<file path="src/design/tpps_pkg.sv">
// Package for the triangular point path smoother.
// Holds field widths, reset values and the command and status structs
// that join the controller and the datapath. No dependencies.
package tpps_pkg;

  localparam int COORD_W  = 10;
  localparam int HALF_W   = 3;
  localparam int SEEN_W   = 4;
  localparam int MAX_HALF = 7;

  localparam logic [SEEN_W-1:0] SEEN_MAX   = 4'd15;
  localparam logic [HALF_W-1:0] HALF_RESET = 3'd2;

  // Commands from the controller to the datapath.
  typedef struct packed {
    logic win_fill;   // load the accepted point into every window entry
    logic win_shift;  // shift the accepted point into the window
    logic win_dup;    // shift the newest entry in again (end of path)
    logic acc_start;  // clear the accumulators and the tap counter
    logic acc_run;    // add one weighted tap
    logic div_run;    // one quotient bit
    logic out_load;   // move the quotient into the output register
    logic last;       // final flag for the word being loaded
  } cmd_t;

  // Status from the datapath to the controller.
  typedef struct packed {
    logic acc_done;   // the current tap is the last one
    logic div_done;   // the current quotient bit is the last one
    logic out_free;   // the output register can take a word this cycle
  } sts_t;

endpackage

</file>
<file path="src/design/tpps_ctrl.sv">
// Controller of the triangular point path smoother.
// Sequences window update, accumulation, division and output per point.
// Depends on tpps_pkg.
module tpps_ctrl (
  input  logic                          clk_i,
  input  logic                          rst_ni,
  input  logic [tpps_pkg::HALF_W-1:0]   half_i,
  input  logic                          in_valid_i,
  output logic                          in_stall_o,
  input  logic                          end_of_path_i,
  output tpps_pkg::cmd_t                cmd_o,
  input  tpps_pkg::sts_t                sts_i
);

  typedef enum logic [5:0] {
    ST_IDLE  = 6'b000001,
    ST_CHECK = 6'b000010,
    ST_ACC   = 6'b000100,
    ST_DIV   = 6'b001000,
    ST_PUT   = 6'b010000,
    ST_NEXT  = 6'b100000
  } state_e;

  localparam int CntW = tpps_pkg::SEEN_W + 1;

  state_e                        state_q, state_d;
  logic [tpps_pkg::SEEN_W-1:0]   seen_q, seen_d;
  logic [tpps_pkg::HALF_W-1:0]   k_q, k_d;
  logic                          eop_q, eop_d;
  logic                          last_q, last_d;
  logic                          accept;
  logic                          emit;
  logic                          flush_more;

  assign in_stall_o = (state_q != ST_IDLE);
  assign accept     = in_valid_i && (state_q == ST_IDLE);

  // The center point exists once seen + k reaches h + 1; this covers both
  // the regular point (k = 0) and the flush steps.
  assign emit = ({1'b0, seen_q} + CntW'(k_q)) >= (CntW'(half_i) + CntW'(1));
  assign flush_more = eop_q && (k_q != half_i);

  always_comb begin
    state_d = state_q;
    seen_d  = seen_q;
    k_d     = k_q;
    eop_d   = eop_q;
    last_d  = last_q;
    cmd_o   = '0;
    cmd_o.last = last_q;
    case (state_q)
      ST_IDLE: begin
        if (accept) begin
          cmd_o.win_fill  = (seen_q == '0);
          cmd_o.win_shift = (seen_q != '0);
          if (seen_q != tpps_pkg::SEEN_MAX) begin
            seen_d = seen_q + 1'b1;
          end
          k_d     = '0;
          eop_d   = end_of_path_i;
          state_d = ST_CHECK;
        end
      end
      ST_CHECK: begin
        if (emit) begin
          cmd_o.acc_start = 1'b1;
          last_d  = eop_q && (k_q == half_i);
          state_d = ST_ACC;
        end else begin
          state_d = ST_NEXT;
        end
      end
      ST_ACC: begin
        cmd_o.acc_run = 1'b1;
        if (sts_i.acc_done) begin
          state_d = ST_DIV;
        end
      end
      ST_DIV: begin
        cmd_o.div_run = 1'b1;
        if (sts_i.div_done) begin
          state_d = ST_PUT;
        end
      end
      ST_PUT: begin
        if (sts_i.out_free) begin
          cmd_o.out_load = 1'b1;
          state_d = ST_NEXT;
        end
      end
      ST_NEXT: begin
        if (flush_more) begin
          k_d = k_q + 1'b1;
          cmd_o.win_dup = 1'b1;
          state_d = ST_CHECK;
        end else begin
          if (eop_q) begin
            seen_d = '0;
          end
          state_d = ST_IDLE;
        end
      end
      default: begin
        state_d = ST_IDLE;
      end
    endcase
  end

  always_ff @(posedge clk_i or negedge rst_ni) begin
    if (!rst_ni) begin
      state_q <= ST_IDLE;
      seen_q  <= '0;
      k_q     <= '0;
      eop_q   <= 1'b0;
      last_q  <= 1'b0;
    end else begin
      state_q <= state_d;
      seen_q  <= seen_d;
      k_q     <= k_d;
      eop_q   <= eop_d;
      last_q  <= last_d;
    end
  end

  // An accepted word always moves on to the emit check.
  a_accept_check: assert property (@(posedge clk_i) disable iff (!rst_ni)
    accept |=> state_q == ST_CHECK)
    else $error("accepted word did not reach the emit check");

  // The output register is only loaded when it can take a word.
  a_load_free: assert property (@(posedge clk_i) disable iff (!rst_ni)
    cmd_o.out_load |-> sts_i.out_free)
    else $error("output register overwritten");

  // The flush step counter never runs past the half width.
  a_flush_bound: assert property (@(posedge clk_i) disable iff (!rst_ni)
    state_q != ST_IDLE |-> k_q <= half_i)
    else $error("flush counter beyond half width");

  // The end of a path clears the point count.
  a_path_end: assert property (@(posedge clk_i) disable iff (!rst_ni)
    (state_q == ST_NEXT && eop_q && !flush_more) |=> seen_q == '0)
    else $error("point count not cleared at end of path");

endmodule

</file>
<file path="src/design/tpps_dp.sv">
// Datapath of the triangular point path smoother.
// Window shift register, weighted tap accumulator, bit-serial divider and
// output register. Depends on tpps_pkg.
module tpps_dp #(
  parameter int MaxHalf = tpps_pkg::MAX_HALF
) (
  input  logic                           clk_i,
  input  logic                           rst_ni,
  input  logic [tpps_pkg::HALF_W-1:0]    half_i,
  input  logic [tpps_pkg::COORD_W-1:0]   point_x_i,
  input  logic [tpps_pkg::COORD_W-1:0]   point_y_i,
  input  tpps_pkg::cmd_t                 cmd_i,
  output tpps_pkg::sts_t                 sts_o,
  output logic                           out_valid_o,
  input  logic                           out_stall_i,
  output logic [tpps_pkg::COORD_W-1:0]   smooth_x_o,
  output logic [tpps_pkg::COORD_W-1:0]   smooth_y_o,
  output logic                           final_output_o
);

  localparam int CW     = tpps_pkg::COORD_W;
  localparam int WinLen = 2 * MaxHalf + 1;
  localparam int MIdxW  = (WinLen > 1) ? $clog2(WinLen) : 1;
  localparam int WtW    = $clog2(MaxHalf + 2);
  localparam int DMax   = (MaxHalf + 1) * (MaxHalf + 1);
  localparam int DivW   = $clog2(DMax + 1);
  localparam int SumW   = CW + $clog2(DMax);
  localparam int BitW   = $clog2(CW);

  logic [CW-1:0]   win_x_q [WinLen];
  logic [CW-1:0]   win_y_q [WinLen];
  logic [MIdxW-1:0] m_q;
  logic [SumW-1:0] acc_x_q, acc_y_q;
  logic [SumW-1:0] rem_x_q, rem_y_q;
  logic [CW-1:0]   quo_x_q, quo_y_q;
  logic [BitW-1:0] bit_q;
  logic            out_valid_q;
  logic [CW-1:0]   smooth_x_q, smooth_y_q;
  logic            final_q;

  logic [MIdxW-1:0] hh, two_h, tap_dist;
  logic [WtW-1:0]   h1, weight;
  logic [DivW-1:0]  divisor;
  logic [SumW-1:0]  prod_x, prod_y, sum_x, sum_y;
  logic [SumW-1:0]  dsh;
  logic             ge_x, ge_y;

  assign hh    = MIdxW'(half_i);
  assign two_h = hh << 1;
  assign tap_dist = (m_q > hh) ? (m_q - hh) : (hh - m_q);
  assign h1    = WtW'(half_i) + WtW'(1);
  assign weight = h1 - WtW'(tap_dist);
  assign divisor = DivW'(DivW'(h1) * DivW'(h1));

  assign prod_x = SumW'(win_x_q[m_q]) * SumW'(weight);
  assign prod_y = SumW'(win_y_q[m_q]) * SumW'(weight);
  assign sum_x  = acc_x_q + prod_x;
  assign sum_y  = acc_y_q + prod_y;

  // Restoring division: the quotient always fits in a coordinate, so only
  // its low bits are developed, most significant first.
  assign dsh  = SumW'(divisor) << bit_q;
  assign ge_x = rem_x_q >= dsh;
  assign ge_y = rem_y_q >= dsh;

  assign sts_o.acc_done = (m_q == two_h);
  assign sts_o.div_done = (bit_q == '0);
  assign sts_o.out_free = !out_valid_q || !out_stall_i;

  always_ff @(posedge clk_i) begin
    if (cmd_i.win_fill) begin
      for (int i = 0; i < WinLen; i++) begin
        win_x_q[i] <= point_x_i;
        win_y_q[i] <= point_y_i;
      end
    end else if (cmd_i.win_shift || cmd_i.win_dup) begin
      for (int i = 1; i < WinLen; i++) begin
        win_x_q[i] <= win_x_q[i-1];
        win_y_q[i] <= win_y_q[i-1];
      end
      if (cmd_i.win_shift) begin
        win_x_q[0] <= point_x_i;
        win_y_q[0] <= point_y_i;
      end
    end
  end

  always_ff @(posedge clk_i) begin
    if (cmd_i.acc_start) begin
      acc_x_q <= '0;
      acc_y_q <= '0;
    end else if (cmd_i.acc_run) begin
      acc_x_q <= sum_x;
      acc_y_q <= sum_y;
      if (sts_o.acc_done) begin
        rem_x_q <= sum_x;
        rem_y_q <= sum_y;
        quo_x_q <= '0;
        quo_y_q <= '0;
      end
    end else if (cmd_i.div_run) begin
      if (ge_x) begin
        rem_x_q <= rem_x_q - dsh;
      end
      if (ge_y) begin
        rem_y_q <= rem_y_q - dsh;
      end
      quo_x_q <= {quo_x_q[CW-2:0], ge_x};
      quo_y_q <= {quo_y_q[CW-2:0], ge_y};
    end
    if (cmd_i.out_load) begin
      smooth_x_q <= quo_x_q;
      smooth_y_q <= quo_y_q;
      final_q    <= cmd_i.last;
    end
  end

  always_ff @(posedge clk_i or negedge rst_ni) begin
    if (!rst_ni) begin
      m_q         <= '0;
      bit_q       <= '0;
      out_valid_q <= 1'b0;
    end else begin
      if (cmd_i.acc_start) begin
        m_q <= '0;
      end else if (cmd_i.acc_run) begin
        m_q <= m_q + 1'b1;
        if (sts_o.acc_done) begin
          bit_q <= BitW'(CW - 1);
        end
      end else if (cmd_i.div_run) begin
        bit_q <= bit_q - 1'b1;
      end
      if (cmd_i.out_load) begin
        out_valid_q <= 1'b1;
      end else if (!out_stall_i) begin
        out_valid_q <= 1'b0;
      end
    end
  end

  assign out_valid_o    = out_valid_q;
  assign smooth_x_o     = smooth_x_q;
  assign smooth_y_o     = smooth_y_q;
  assign final_output_o = final_q;

endmodule

</file>
<file path="src/design/triangular_point_path_smoother.sv">
// Top level of the triangular point path smoother.
// Holds the half width register and joins tpps_ctrl and tpps_dp.
// Depends on tpps_pkg, tpps_ctrl and tpps_dp.
//
// Usage: path points enter on the input channel (in_valid_i / in_stall_o),
// one word per point, the last point of a path flagged by end_of_path_i.
// Smoothed points leave on the output channel (out_valid_o / out_stall_i),
// the last one of a path flagged by final_output_o. Output lags input by
// h points; the final input word releases the remaining h points.
// The half width h is written through cfg_we_i / cfg_data_i while idle.
// One point is worked on at a time. A point that yields a word needs
// 2h + 1 weighted taps through one multiply-add per coordinate and ten
// quotient bits of a serial divider, plus the check, load and step
// states. An end-of-path point adds h flush steps, each of which may
// yield a word.
// Reset clears the controller, the point count and the output valid flag,
// and sets h to 2. A stalled output word holds; the block keeps working
// until the next word needs the output register.
module triangular_point_path_smoother #(
  parameter int MaxHalf = tpps_pkg::MAX_HALF
) (
  input  logic                          clk_i,
  input  logic                          rst_ni,
  input  logic                          cfg_we_i,
  input  logic [tpps_pkg::HALF_W-1:0]   cfg_data_i,
  input  logic                          in_valid_i,
  output logic                          in_stall_o,
  input  logic [tpps_pkg::COORD_W-1:0]  point_x_i,
  input  logic [tpps_pkg::COORD_W-1:0]  point_y_i,
  input  logic                          end_of_path_i,
  output logic                          out_valid_o,
  input  logic                          out_stall_i,
  output logic [tpps_pkg::COORD_W-1:0]  smooth_x_o,
  output logic [tpps_pkg::COORD_W-1:0]  smooth_y_o,
  output logic                          final_output_o
);

  logic [tpps_pkg::HALF_W-1:0] half_width_q;
  logic [tpps_pkg::HALF_W-1:0] half_eff;
  tpps_pkg::cmd_t              cmd;
  tpps_pkg::sts_t              sts;

  always_ff @(posedge clk_i or negedge rst_ni) begin
    if (!rst_ni) begin
      half_width_q <= tpps_pkg::HALF_RESET;
    end else if (cfg_we_i) begin
      half_width_q <= cfg_data_i;
    end
  end

  // The window only covers MaxHalf points on each side.
  assign half_eff = (half_width_q > tpps_pkg::HALF_W'(MaxHalf)) ?
                    tpps_pkg::HALF_W'(MaxHalf) : half_width_q;

  tpps_ctrl u_ctrl (
    .clk_i         (clk_i),
    .rst_ni        (rst_ni),
    .half_i        (half_eff),
    .in_valid_i    (in_valid_i),
    .in_stall_o    (in_stall_o),
    .end_of_path_i (end_of_path_i),
    .cmd_o         (cmd),
    .sts_i         (sts)
  );

  tpps_dp #(
    .MaxHalf (MaxHalf)
  ) u_dp (
    .clk_i          (clk_i),
    .rst_ni         (rst_ni),
    .half_i         (half_eff),
    .point_x_i      (point_x_i),
    .point_y_i      (point_y_i),
    .cmd_i          (cmd),
    .sts_o          (sts),
    .out_valid_o    (out_valid_o),
    .out_stall_i    (out_stall_i),
    .smooth_x_o     (smooth_x_o),
    .smooth_y_o     (smooth_y_o),
    .final_output_o (final_output_o)
  );

endmodule
</file>
<file path="config.mk">
export PLATFORM = sky130hd
export DESIGN_NAME = triangular_point_path_smoother
export DESIGN_NICKNAME = d
export VERILOG_FILES = /design/src/design/tpps_pkg.sv /design/src/design/tpps_ctrl.sv /design/src/design/tpps_dp.sv /design/src/design/triangular_point_path_smoother.sv
export SDC_FILE = /design/constraint.sdc
export NUM_CORES = 1
export LEC_CHECK = 0
export CAP_MARGIN = 10
export CORE_MARGIN = 5
export CORE_UTILIZATION = 70
export CTS_CLUSTER_DIAMETER = 40
export DETAILED_ROUTE_END_ITERATION = 8
export DONT_BUFFER_PORTS = 1
export PLACE_DENSITY = 0.86
export SYNTH_ARGS = -nofsm -noshare
export SYNTH_HDL_FRONTEND = slang
export SYNTH_SLANG_ARGS = --single-unit
</file>
<file path="constraint.sdc">
create_clock -name clk_i -period 20.8 [get_ports clk_i]
set_clock_uncertainty 0.1 [all_clocks]
set_input_delay 3.12 -clock clk_i [delete_from_list [all_inputs] [get_ports clk_i]]
set_output_delay 3.12 -clock clk_i [all_outputs]
set_load 0.02 [all_outputs]
</file>
# Yosys cells after proc, flatten, opt, wreduce, memory -nomap -nowiden
# Memories as Yosys holds them, arrays and structs flattened.
# Index checks and enable logic that the tools add are counted.
classes:
  addsub: 14
  mul: 3
  order_cmp: 5
  eq_ne: 21
  n_shift: 1
  n_mux: 86
  bitwise: 31
  n_reduce_logical: 23
ops:
  columns: ["operator", "n"]
  rows:
  - ["$mux 10", 35]
  - ["$mux 16", 8]
  - ["$mux 4", 10]
  - ["$pmux 6 s6", 1]
  - ["$add 16x14->16", 2]
  - ["$ge 16x16->1", 2]
  - ["$sub 16x16->16", 2]
  - ["$mux 6", 5]
  - ["$or 1x1->1", 30]
  - ["$mul 10x4->14", 2]
  - ["$mux 1", 19]
  - ["$shl 7x4->16", 1]
  - ["$reduce_and 4->1", 3]
  - ["$ne 2x1->1 const B", 5]
  - ["$ne 2x2->1 const B", 5]
  - ["$reduce_bool 2->1", 5]
  - ["$mux 3", 3]
  - ["$add 3x1->4 const B", 2]
  - ["$add 4x1->4 const B", 2]
  - ["$logic_not 4->1", 2]
  - ["$pmux 4 s2", 1]
  - ["$mul 4x4->7", 1]
  - ["$eq 6x1->1 const B", 1]
  - ["$eq 6x2->1 const B", 1]
  - ["28 further kinds", 36]
totals:
  reg_bits: 132
  ram_bits: 300
  out_inout_bits: 23
  word_cells: 204
  mem_count: 2
memory_table:
  columns: ["name", "depth", "word_bits", "rd", "rd_ports_with_merged_regs", "wr", "line_no", "text"]
  rows:
  - ["u_dp.win_x_q", 15, 10, 15, 0, 15, "tpps_dp.sv:30", "logic [CW-1:0] win_x_q [WinLen];"]
  - ["u_dp.win_y_q", 15, 10, 15, 0, 15, "tpps_dp.sv:31", "logic [CW-1:0] win_y_q [WinLen];"]

# Longest topological paths before layout
# Gate-level depths: netlist of run 1.
depth:
  depth_word: 11
  ltp_mapped: 34
  depth_no_buf: 29

# Hierarchy
# Synthesis of run 1 repeated with hierarchy kept, for this count alone.
unflattened:
  cells_unflattened: 2453
  hier_area_um2: 25413.1
by_module_without_submodules:
  columns: ["mod", "instances", "cells_each", "area_per_inst_um2", "seq_area_each_um2"]
  rows:
  - ["tpps_dp", 1, 2315, 24126.9, 12066.6]
  - ["tpps_ctrl", 1, 129, 1164.9, 376.6]
  - ["triangular_point_path_smoother", 1, 9, 121.4, 76.3]

# Least setup slack after synthesis of run 1
# Ideal clock, no wire load.
synth_timing:
  path_kind: "input to register"
  start: "input in_valid_i"
  end: "memory u_dp.win_x_q[10][0] in the netlist's numbering (enable)"
  setup_ns: 2.129
  t_arrival_ns: 7.752
  t_required_ns: 18.571
  path_slack_ns: 10.819
  cell_stages: 2
  n_path_buf: 0
  path_cell_list: "nand2_2 -> nand2_1"
synth_lines:
  columns: ["element", "line_no", "text"]
  rows:
  - ["from (decl)", "triangular_point_path_smoother.sv:26", "input logic in_valid_i,"]
  - ["to (decl)", "tpps_dp.sv:30", null]

# Worst setup path in the final report of run 1
layout_timing:
  start: "register u_dp.m_q[0]"
  end: "register u_dp.rem_y_q[12] (data pin)"
layout_via:
  elab_chain_cells: 7
layout_lines:
  columns: ["element", "line_no", "text"]
  rows:
  - ["from (decl)", "tpps_dp.sv:32", "logic [MIdxW-1:0] m_q;"]
  - ["from (signal assigned)", "tpps_dp.sv:127", "m_q <= m_q + 1'b1;"]
  - ["$sub 3x4->4, or another cell as far along", "tpps_dp.sv:50", "assign tap_dist = (m_q > hh) ? (m_q - hh) : (hh - m_q);"]
  - ["$mux 4", "tpps_dp.sv:50", null]
  - ["$sub 4x4->4", "tpps_dp.sv:52", "assign weight = h1 - WtW'(tap_dist);"]
  - ["$mul 10x4->14 (*)", "tpps_dp.sv:56", "assign prod_y = SumW'(win_y_q[m_q]) * SumW'(weight);"]
  - ["$add 16x14->16 (*)", "tpps_dp.sv:58", "assign sum_y = acc_y_q + prod_y;"]
  - ["$mux 16 (*)", "tpps_dp.sv:95", "if (sts_o.acc_done) begin"]
  - ["$mux 16 (*)", "tpps_dp.sv:92", "end else if (cmd_i.acc_run) begin"]
  - ["to (signal assigned)", "tpps_dp.sv:97", "rem_y_q <= sum_y;"]
  - ["to (signal assigned)", "tpps_dp.sv:106", "rem_y_q <= rem_y_q - dsh;"]
  - ["to (decl)", "tpps_dp.sv:34", "logic [SumW-1:0] rem_x_q, rem_y_q;"]
# Mark *: on every way between the ends. The rest lies on a longest branch, timed or not. The select of a mux whose other input is x is not followed.
# A chain may end at the register's enable or synchronous reset.

==> results by group, run 1 <==
Job
  – Max-cap violation count: 0

STA
  – Final hold vios: 0
  – Final slew viol count: 0
  – Final setup viols: 0
  – Worst-Margin Slew: 1150 ps
  – Slew HR: 23.2%
  – Final setup TNS: 0 ps
  – Max Fclk: 127 MHz
  – Final period demand of the worst path: 7880 ps
  – RSZ-0062 raised after global routing: no
  – Fin crit share: 37.9%
  – Worst Hold Slack: 326 ps

Final layout
  – Post-route cell area: 27200 sq um
  – Number of nets at the end of the flow: 2204
  – Layout cells sized above 1: 10.4%
  – Number of standard cells in the final layout excluding fillers: 2519
  – Area growth from synthesis to layout: 8.24%
  – N_diodes: 0

Setup path
  – Worst R2R Path Depth: 27
  – Worst r2r dst: u_dp.rem_y_q[12]
  – Critical path data arrival time: 8100 ps
  – Startpoint Class: flop
  – Setup crit end kind: flop
  – RR Startpoint: u_dp.m_q[0]
  – Reg2Reg Setup Slack: 12920 ps
  – Crit Path Class: flop to flop
  – Crit path from: u_dp.m_q[0]
  – CP Max Fanout: 42
  – CP required: 21020 ps

GRT
  – GR Overflow Total: 0
  – GRT Overall Usage: 27.6%
  – Vias in the first global route: 16900
  – First-pass GRT wire length: 88200 microns
  – Largest net degree at the start of global routing: 201
  – Initial antenna violation count: 1

Clock network
  – Clk root buf: clkbuf_16
  – Cts repair resizes: 0
  – Clock sink count: 432
  – CTS tree: yes
  – Reg clk slew, reported paths: 60 ps
  – Postcts setup bufs: 0
  – Clock latency at the later pin of the worst-skew pair: 620 ps
  – Clock tree buffer depth: 3
  – TritonCTS Buffers: 56
  – Hold_buf cts: 0
  – Htree depth: 2

Routing
  – Initial DRC count: 1396
  – WL final: 53800 microns
  – Via density: 6.49
  – DR vias: 16300
  – Wirelength per Cell: 21.4 microns
  – Residual DRC: 0
  – DRT Pass-1 Iters: 5
  – Routed Antenna Nets: 0

Synth
  – Ys async rst share: 6.25%
  – Synthesized net count: 2251
  – Post-synth EDFFs: 373
  – Main combinational cell family by area after synthesis: compound AO/OA/AOI/OAI gates
  – Count of cell types in the netlist: 74
  – Adder-Cell Fraction of Synth Area: 10.0%
  – Ys Warns: 0
  – Main synth FF type: edfxtp_1
  – Compound-Gate Fraction of Synth Area: 15.4%
  – Syn avg cell area: 12.2 sq um
  – Most common cell in the netlist: edfxtp_1
  – Top-area cell type share of the netlist area: 44.6%
  – Post-synthesis sequential area ratio: 49.8%
  – Post-synthesis xor/xnor area fraction: 2.13%
  – Synthesized cell area: 25100 sq um
  – Synth Area in Simple Gates: 9.21%
  – #FFs+latches synth: 432
  – Area leader, netlist: edfxtp_1
  – Post-synthesis mux area share: 8.78%
  – Post-synth top cells: edfxtp_1, a21o_1, inv_1
  – Largest cells by area after synthesis: edfxtp_1, a21o_1, mux4_2
  – Synth Instances: 2057

Floorplan
  – Die width: 199 microns
  – I/O pins: 52
  – Core Rows: 69
  – Die Height: 199 microns
  – Core ar.: 35500 sq um
  – Die ar.: 39800 sq um
  – Initial Util: 70.8%

Place
  – PortBufs: 0
  – Gp weighted congestion: 0.903
  – Hpwl dp: 34000 microns
  – Area after DPL: 25300 sq um
  – Cell count after placement: 2412

Worst hold path
  – Worst hold path class: flop to flop
  – Hold depth: 0
  – Hold_sp: u_dp.quo_x_q[9]
  – Hold Path Sink: u_dp.smooth_x_o[9]

Run status
  – Status: completed
==> cell type report <==
cell class / instances / area, sq um
clock buffer: 67 / 1460
multi-input combinational: 1364 / 11500
timing repair buffer: 17 / 180
sequential: 432 / 12500
clock inverter: 39 / 445
inverter: 139 / 522
tap: 461 / 577
fill: 1998 / 8270
==> sequential cells by signal (all words and copies together) (netlist names), 4 cells and up <==
name,count
u_dp.bit_q,4
u_dp.m_q,4
u_dp.rem_y_q,16
u_dp.acc_y_q,16
u_ctrl.state_q,6
u_dp.smooth_y_o,10
u_dp.win_y_q,150
u_dp.smooth_x_o,10
u_dp.acc_x_q,16
u_dp.quo_y_q,10
u_dp.rem_x_q,16
u_dp.win_x_q,150
u_ctrl.seen_q,4
u_dp.quo_x_q,10
==> worst max path at each step <==
stage / endpoint / slack (ps) / cells past startpoint
final: u_dp.rem_y_q[12] / 12920 / 27
after global routing: u_dp.rem_x_q[10] / 12360 / 28
after CTS: u_dp.rem_y_q[12] / 12960 / 27
after detailed placement: u_dp.rem_y_q[12] / 13020 / 27
after global placement: u_dp.rem_y_q[12] / 13300 / 27
after floorplan: u_dp.win_x_q[10][0] / 10820 / 2
==> logic make-up (layout without fill, tap and decap cells) <==
kind of cell,count (synthesis),in the layout
XOR/XNOR,61,61
adder cells (fa/ha/maj),165,165
other,1,1
AND/OR/NAND/NOR,451,451
flip-flops,432,432
buffers and inverters,261,262
AO/OA/AOI/OAI,566,566
multiplexers,120,120
==> worst max-delay path, cell delays in order, from the launching register on <==
cell and delay, ps:
dfrtp_4 950, inv_1 190, ha_1 310, fa_1 440, inv_1 90, a21oi_1 80, a31oi_1 240, nor2_1 120
mux2i_1 290, inv_1 80, ha_1 290, a21o_1 180, a21oi_1 180, xor2_1 200, xnor2_1 150, buf_4 270
nand2b_1 160, fa_1 430, fa_1 460, fa_1 490, inv_1 40, ha_1 310, a21o_1 210, a2111oi_2 410
nor2_1 160, o41ai_2 350, xor2_1 250, o211ai_1 120
==> stage by stage <==
step                      utilization, %  setup WS (ps)
after floorplan                        -          10820
after global placement              71.1          13300
after detailed placement            71.2          13020
after CTS                           76.6          12960
after global routing                76.7          12360
final                               76.7          12920
==> layout by cell type, fill, tap and decap left out, drive strengths merged, types with 4 or more instances in the layout <==
cell type and instances:
a211oi 13, a21o 308, a21oi 81, a31oi 12
and2 78, and3 6, buf 17, bufinv 5
clkbuf 67, clkinv 14, clkinvlp 4, dfrtp 25
dfxtp 32, edfxtp 373, fa 60, ha 105
inv 155, mux2 4, mux2i 36, mux4 80
nand2 126, nand2b 19, nand3 24, nand4 8
nor2 70, nor2b 65, nor3 20, nor3b 8
nor4 9, o211ai 6, o21a 10, o21ai 79
o21bai 10, o22ai 7, o31ai 11, or2 7
xnor2 27, xor2 34
==> metal layers <==
metal / wire (microns) / part of all wire (%) / vias up / GRT usage (%)
met5: 0 / 0 / - / 0
met1: 21700 / 40 / 8112 / 37.6
met2: 26600 / 49 / 659 / 45.2
met3: 3750 / 7.0 / 133 / 5.68
met4: 1720 / 3.2 / 0 / 9.56
li1: - / - / 7445 / -
Power of run 1 is left out: the tool's default activity adds up to more than one toggle a clock period on the data nets, which glitch-free logic cannot reach.
==> run 2: changes to the inputs <==
--- a/config.mk
+++ b/config.mk
@@ -7,11 +7,11 @@
 export LEC_CHECK = 0
 export CAP_MARGIN = 10
 export CORE_MARGIN = 5
-export CORE_UTILIZATION = 70
+export CORE_UTILIZATION = 59
 export CTS_CLUSTER_DIAMETER = 40
 export DETAILED_ROUTE_END_ITERATION = 8
 export DONT_BUFFER_PORTS = 1
-export PLACE_DENSITY = 0.86
+export PLACE_DENSITY = 0.78
 export SYNTH_ARGS = -nofsm -noshare
 export SYNTH_HDL_FRONTEND = slang
 export SYNTH_SLANG_ARGS = --single-unit
==> constraint.sdc (replaced) <==
create_clock -name clk_i -period 6.9 [get_ports clk_i]
set_clock_uncertainty 0.1 [all_clocks]
set_input_delay 1.035 -clock clk_i [delete_from_list [all_inputs] [get_ports clk_i]]
set_output_delay 1.035 -clock clk_i [all_outputs]
set_load 0.02 [all_outputs]
==> run 2 against run 1 <==
  * Utilization is 10 points lower
  * Critical path type unchanged
  * Critical path depth is 1 higher
  * Count of clock-buffer cells in the layout is 9 higher
  * Non-clock buffer count is 23 higher
  * Worst setup slack worse by 13000 ps
  * Sequential share of layout area is 1.1 points lower
  * Maximum frequency is 20% higher
==> results by group, run 2 (synthesized netlist as in run 1, its figures left out) <==
Routing
  – Wirelength per Cell: 19.8 microns (-7.3%)
  – DRT Pass-1 Iters: 6 (+1)
  – DR vias: 16200 (-1.1%)
  – Initial DRC count: 1420 (+1.7%)
  – Via density: 6.14 (-5.5%)
  – Routed Antenna Nets: 0 (unchanged)
  – WL final: 52200 microns (-3.0%)
  – Residual DRC: 0 (unchanged)

Final layout
  – Most frequent cells in the layout: edfxtp_1, a21o_1, inv_1, nand2_1, ha_1
  – Area growth from synthesis to layout: 11.0%
  – Layout cells sized above 1: 13.2% (+2.8 points)
  – Number of standard cells in the final layout excluding fillers: 2635 (+4.6%)
  – N_diodes: 0 (unchanged)
  – Regs by FF count: u_dp.win_x_q x150, u_dp.win_y_q x150
  – Number of nets at the end of the flow: 2237 (+1.5%)
  – Fill count: 2929 (+47%)
  – Utilization after layout: 66.3% (-10 points)
  – Commonest non-fill, non-tap cell in the layout: edfxtp_1

STA
  – Max Fclk: 152 MHz (+20%)
  – Worst-Margin Slew: 1100 ps (-52.6 ps)
  – Final hold vios: 0 (unchanged)
  – Final slew viol count: 0 (unchanged)
  – Final period demand of the worst path: 6570 ps (-1310 ps)
  – Final setup viols: 0 (unchanged)
  – Slew HR: 26.7% (+3.5 points)
  – RSZ-0062 raised after global routing: no
  – Fin crit share: 95.3% (+57 points)

GRT
  – GR Overflow Total: 0 (unchanged)
  – Initial antenna violation count: 0 (-1)
  – Vias in the first global route: 16700 (-1.1%)
  – GRT Overall Usage: 22.4% (-5.2 points)
  – First-pass GRT wire length: 86100 microns (-2.4%)
  – Largest net degree at the start of global routing: 201 (unchanged)

Setup path
  – Crit. path cell count: 28 (+3.7%)
  – Crit path capture: u_dp.rem_y_q[12]
  – Largest stage delay, worst path: 490 ps (-460 ps)
  – Crit Path Class: flop to flop
  – CP Max Fanout: 10 (-76%)
  – CP max-delay cell: fa_1
  – CP required: 7080 ps (-13940 ps)
  – Reg2Reg Setup Slack: 330 ps (-12590 ps)
  – Crit path from: u_dp.m_q[0]
  – Worst r2r dst: u_dp.rem_y_q[12]
  – Setup crit end kind: flop
  – Startpoint Class: flop
  – Most used cell, CP: inv_1
  – RR Startpoint: u_dp.m_q[0]
  – Crit path buf inv count: 7 (+2)
  – Critical path data arrival time: 6750 ps (-1350 ps)
  – Worst R2R Path Depth: 28 (+3.7%)
  – Cell family with most CP delay: adder cells

Place
  – Gp weighted congestion: 0.921 (+2.0%)
  – Hpwl dp: 32800 microns (-3.5%)
  – Cell count after placement: 2503 (+3.8%)
  – PortBufs: 0 (unchanged)

Clock network
  – Clock tree buffer depth: 3 (unchanged)
  – CTS tree: yes
  – TritonCTS Buffers: 66 (+18%)
  – Reg clk slew, reported paths: 60 ps (about the same)
  – Htree depth: 3 (+1)
  – Clock sink count: 432 (unchanged)
  – Hold_buf cts: 0 (unchanged)
  – Clk root buf: clkbuf_16
  – Clock latency at the later pin of the worst-skew pair: 600 ps (-20 ps)

Floorplan
  – Initial Util: 59.8% (-11 points)
  – Die Height: 216 microns (+8.5%)
  – Die width: 216 microns (+8.5%)
  – Core Rows: 75 (+8.7%)
  – I/O pins: 52 (unchanged)
  – Core ar.: 42000 sq um (+18%)
  – Die ar.: 46800 sq um (+18%)

Job
  – Max-cap violation count: 0 (unchanged)

Worst hold path
  – Worst hold path class: primary input to async pin

Run status
  – Status: completed
==> run 2: routing by layer <==
layer / up-vias / GRT usage, % / part of all wire [%]
met2: 478 / 37.2 / 49
met5: - / 0 / 0
li1: 7537 / - / -
met1: 8040 / 29.8 / 42
met4: 0 / 8.31 / 3.3
met3: 113 / 4.23 / 5.6
==> run 2: how the worst min path moves through the flow <==
| stage | slack [ps] | end | depth (start not counted) |
|---|---|---|---|
| finish | 40 | u_dp.m_q[0] | 0 |
| global route | 10 | u_ctrl.state_q[4] | 0 |
| CTS | 10 | u_ctrl.state_q[3] | 0 |
| detailed placement | 310 | u_dp.smooth_x_o[9] | 0 |
| global placement | 300 | u_dp.smooth_y_o[9] | 0 |
| floorplan | 300 | u_dp.smooth_x_o[9] | 0 |
==> run 2: repair_timing <==
item / in CTS / in global routing
setup endpoints to repair: 10 / 27
pin swaps: 0 / 11
resized for setup: 2 / 26
setup buffers: 0 / 10
==> run 2: layout make-up <==
cell class                      instances  area [sq um]  area share (%)
Sequential cell                       432         12500            44.9
Tap cell                              539           674            2.42
Clock buffer                           76          1730            6.20
Multi-Input combinational cell       1364         11600            41.6
Clock inverter                         45           504            1.81
Timing Repair Buffer                   40           340            1.22
Inverter                              139           522            1.87
==> run 2: worst register-to-register path, delay by kind of cell (launching register included) <==
kind	cells	cell delay, ps
adder cells (fa/ha/maj)	7	2640
AO/OA/AOI/OAI	7	1420
AND/OR/NAND/NOR	3	250
XOR/XNOR	3	660
buffers and inverters	7	610
flip-flops	1	410
multiplexers	1	190
==> run 2: stage by stage <==
step	area, sq um	setup TNS [ps]	hold WS, ps	worst slack (ps)
CTS	27700	0	10.2	67.7
global placement	25500	0	305	69.1
finish	27900	0	39.7	327
global route	27900	0	13.1	15.4
detailed placement	25500	-225	309	-88.1
floorplan	25200	0	300	14.0
Power of run 2 is left out for the same reason.
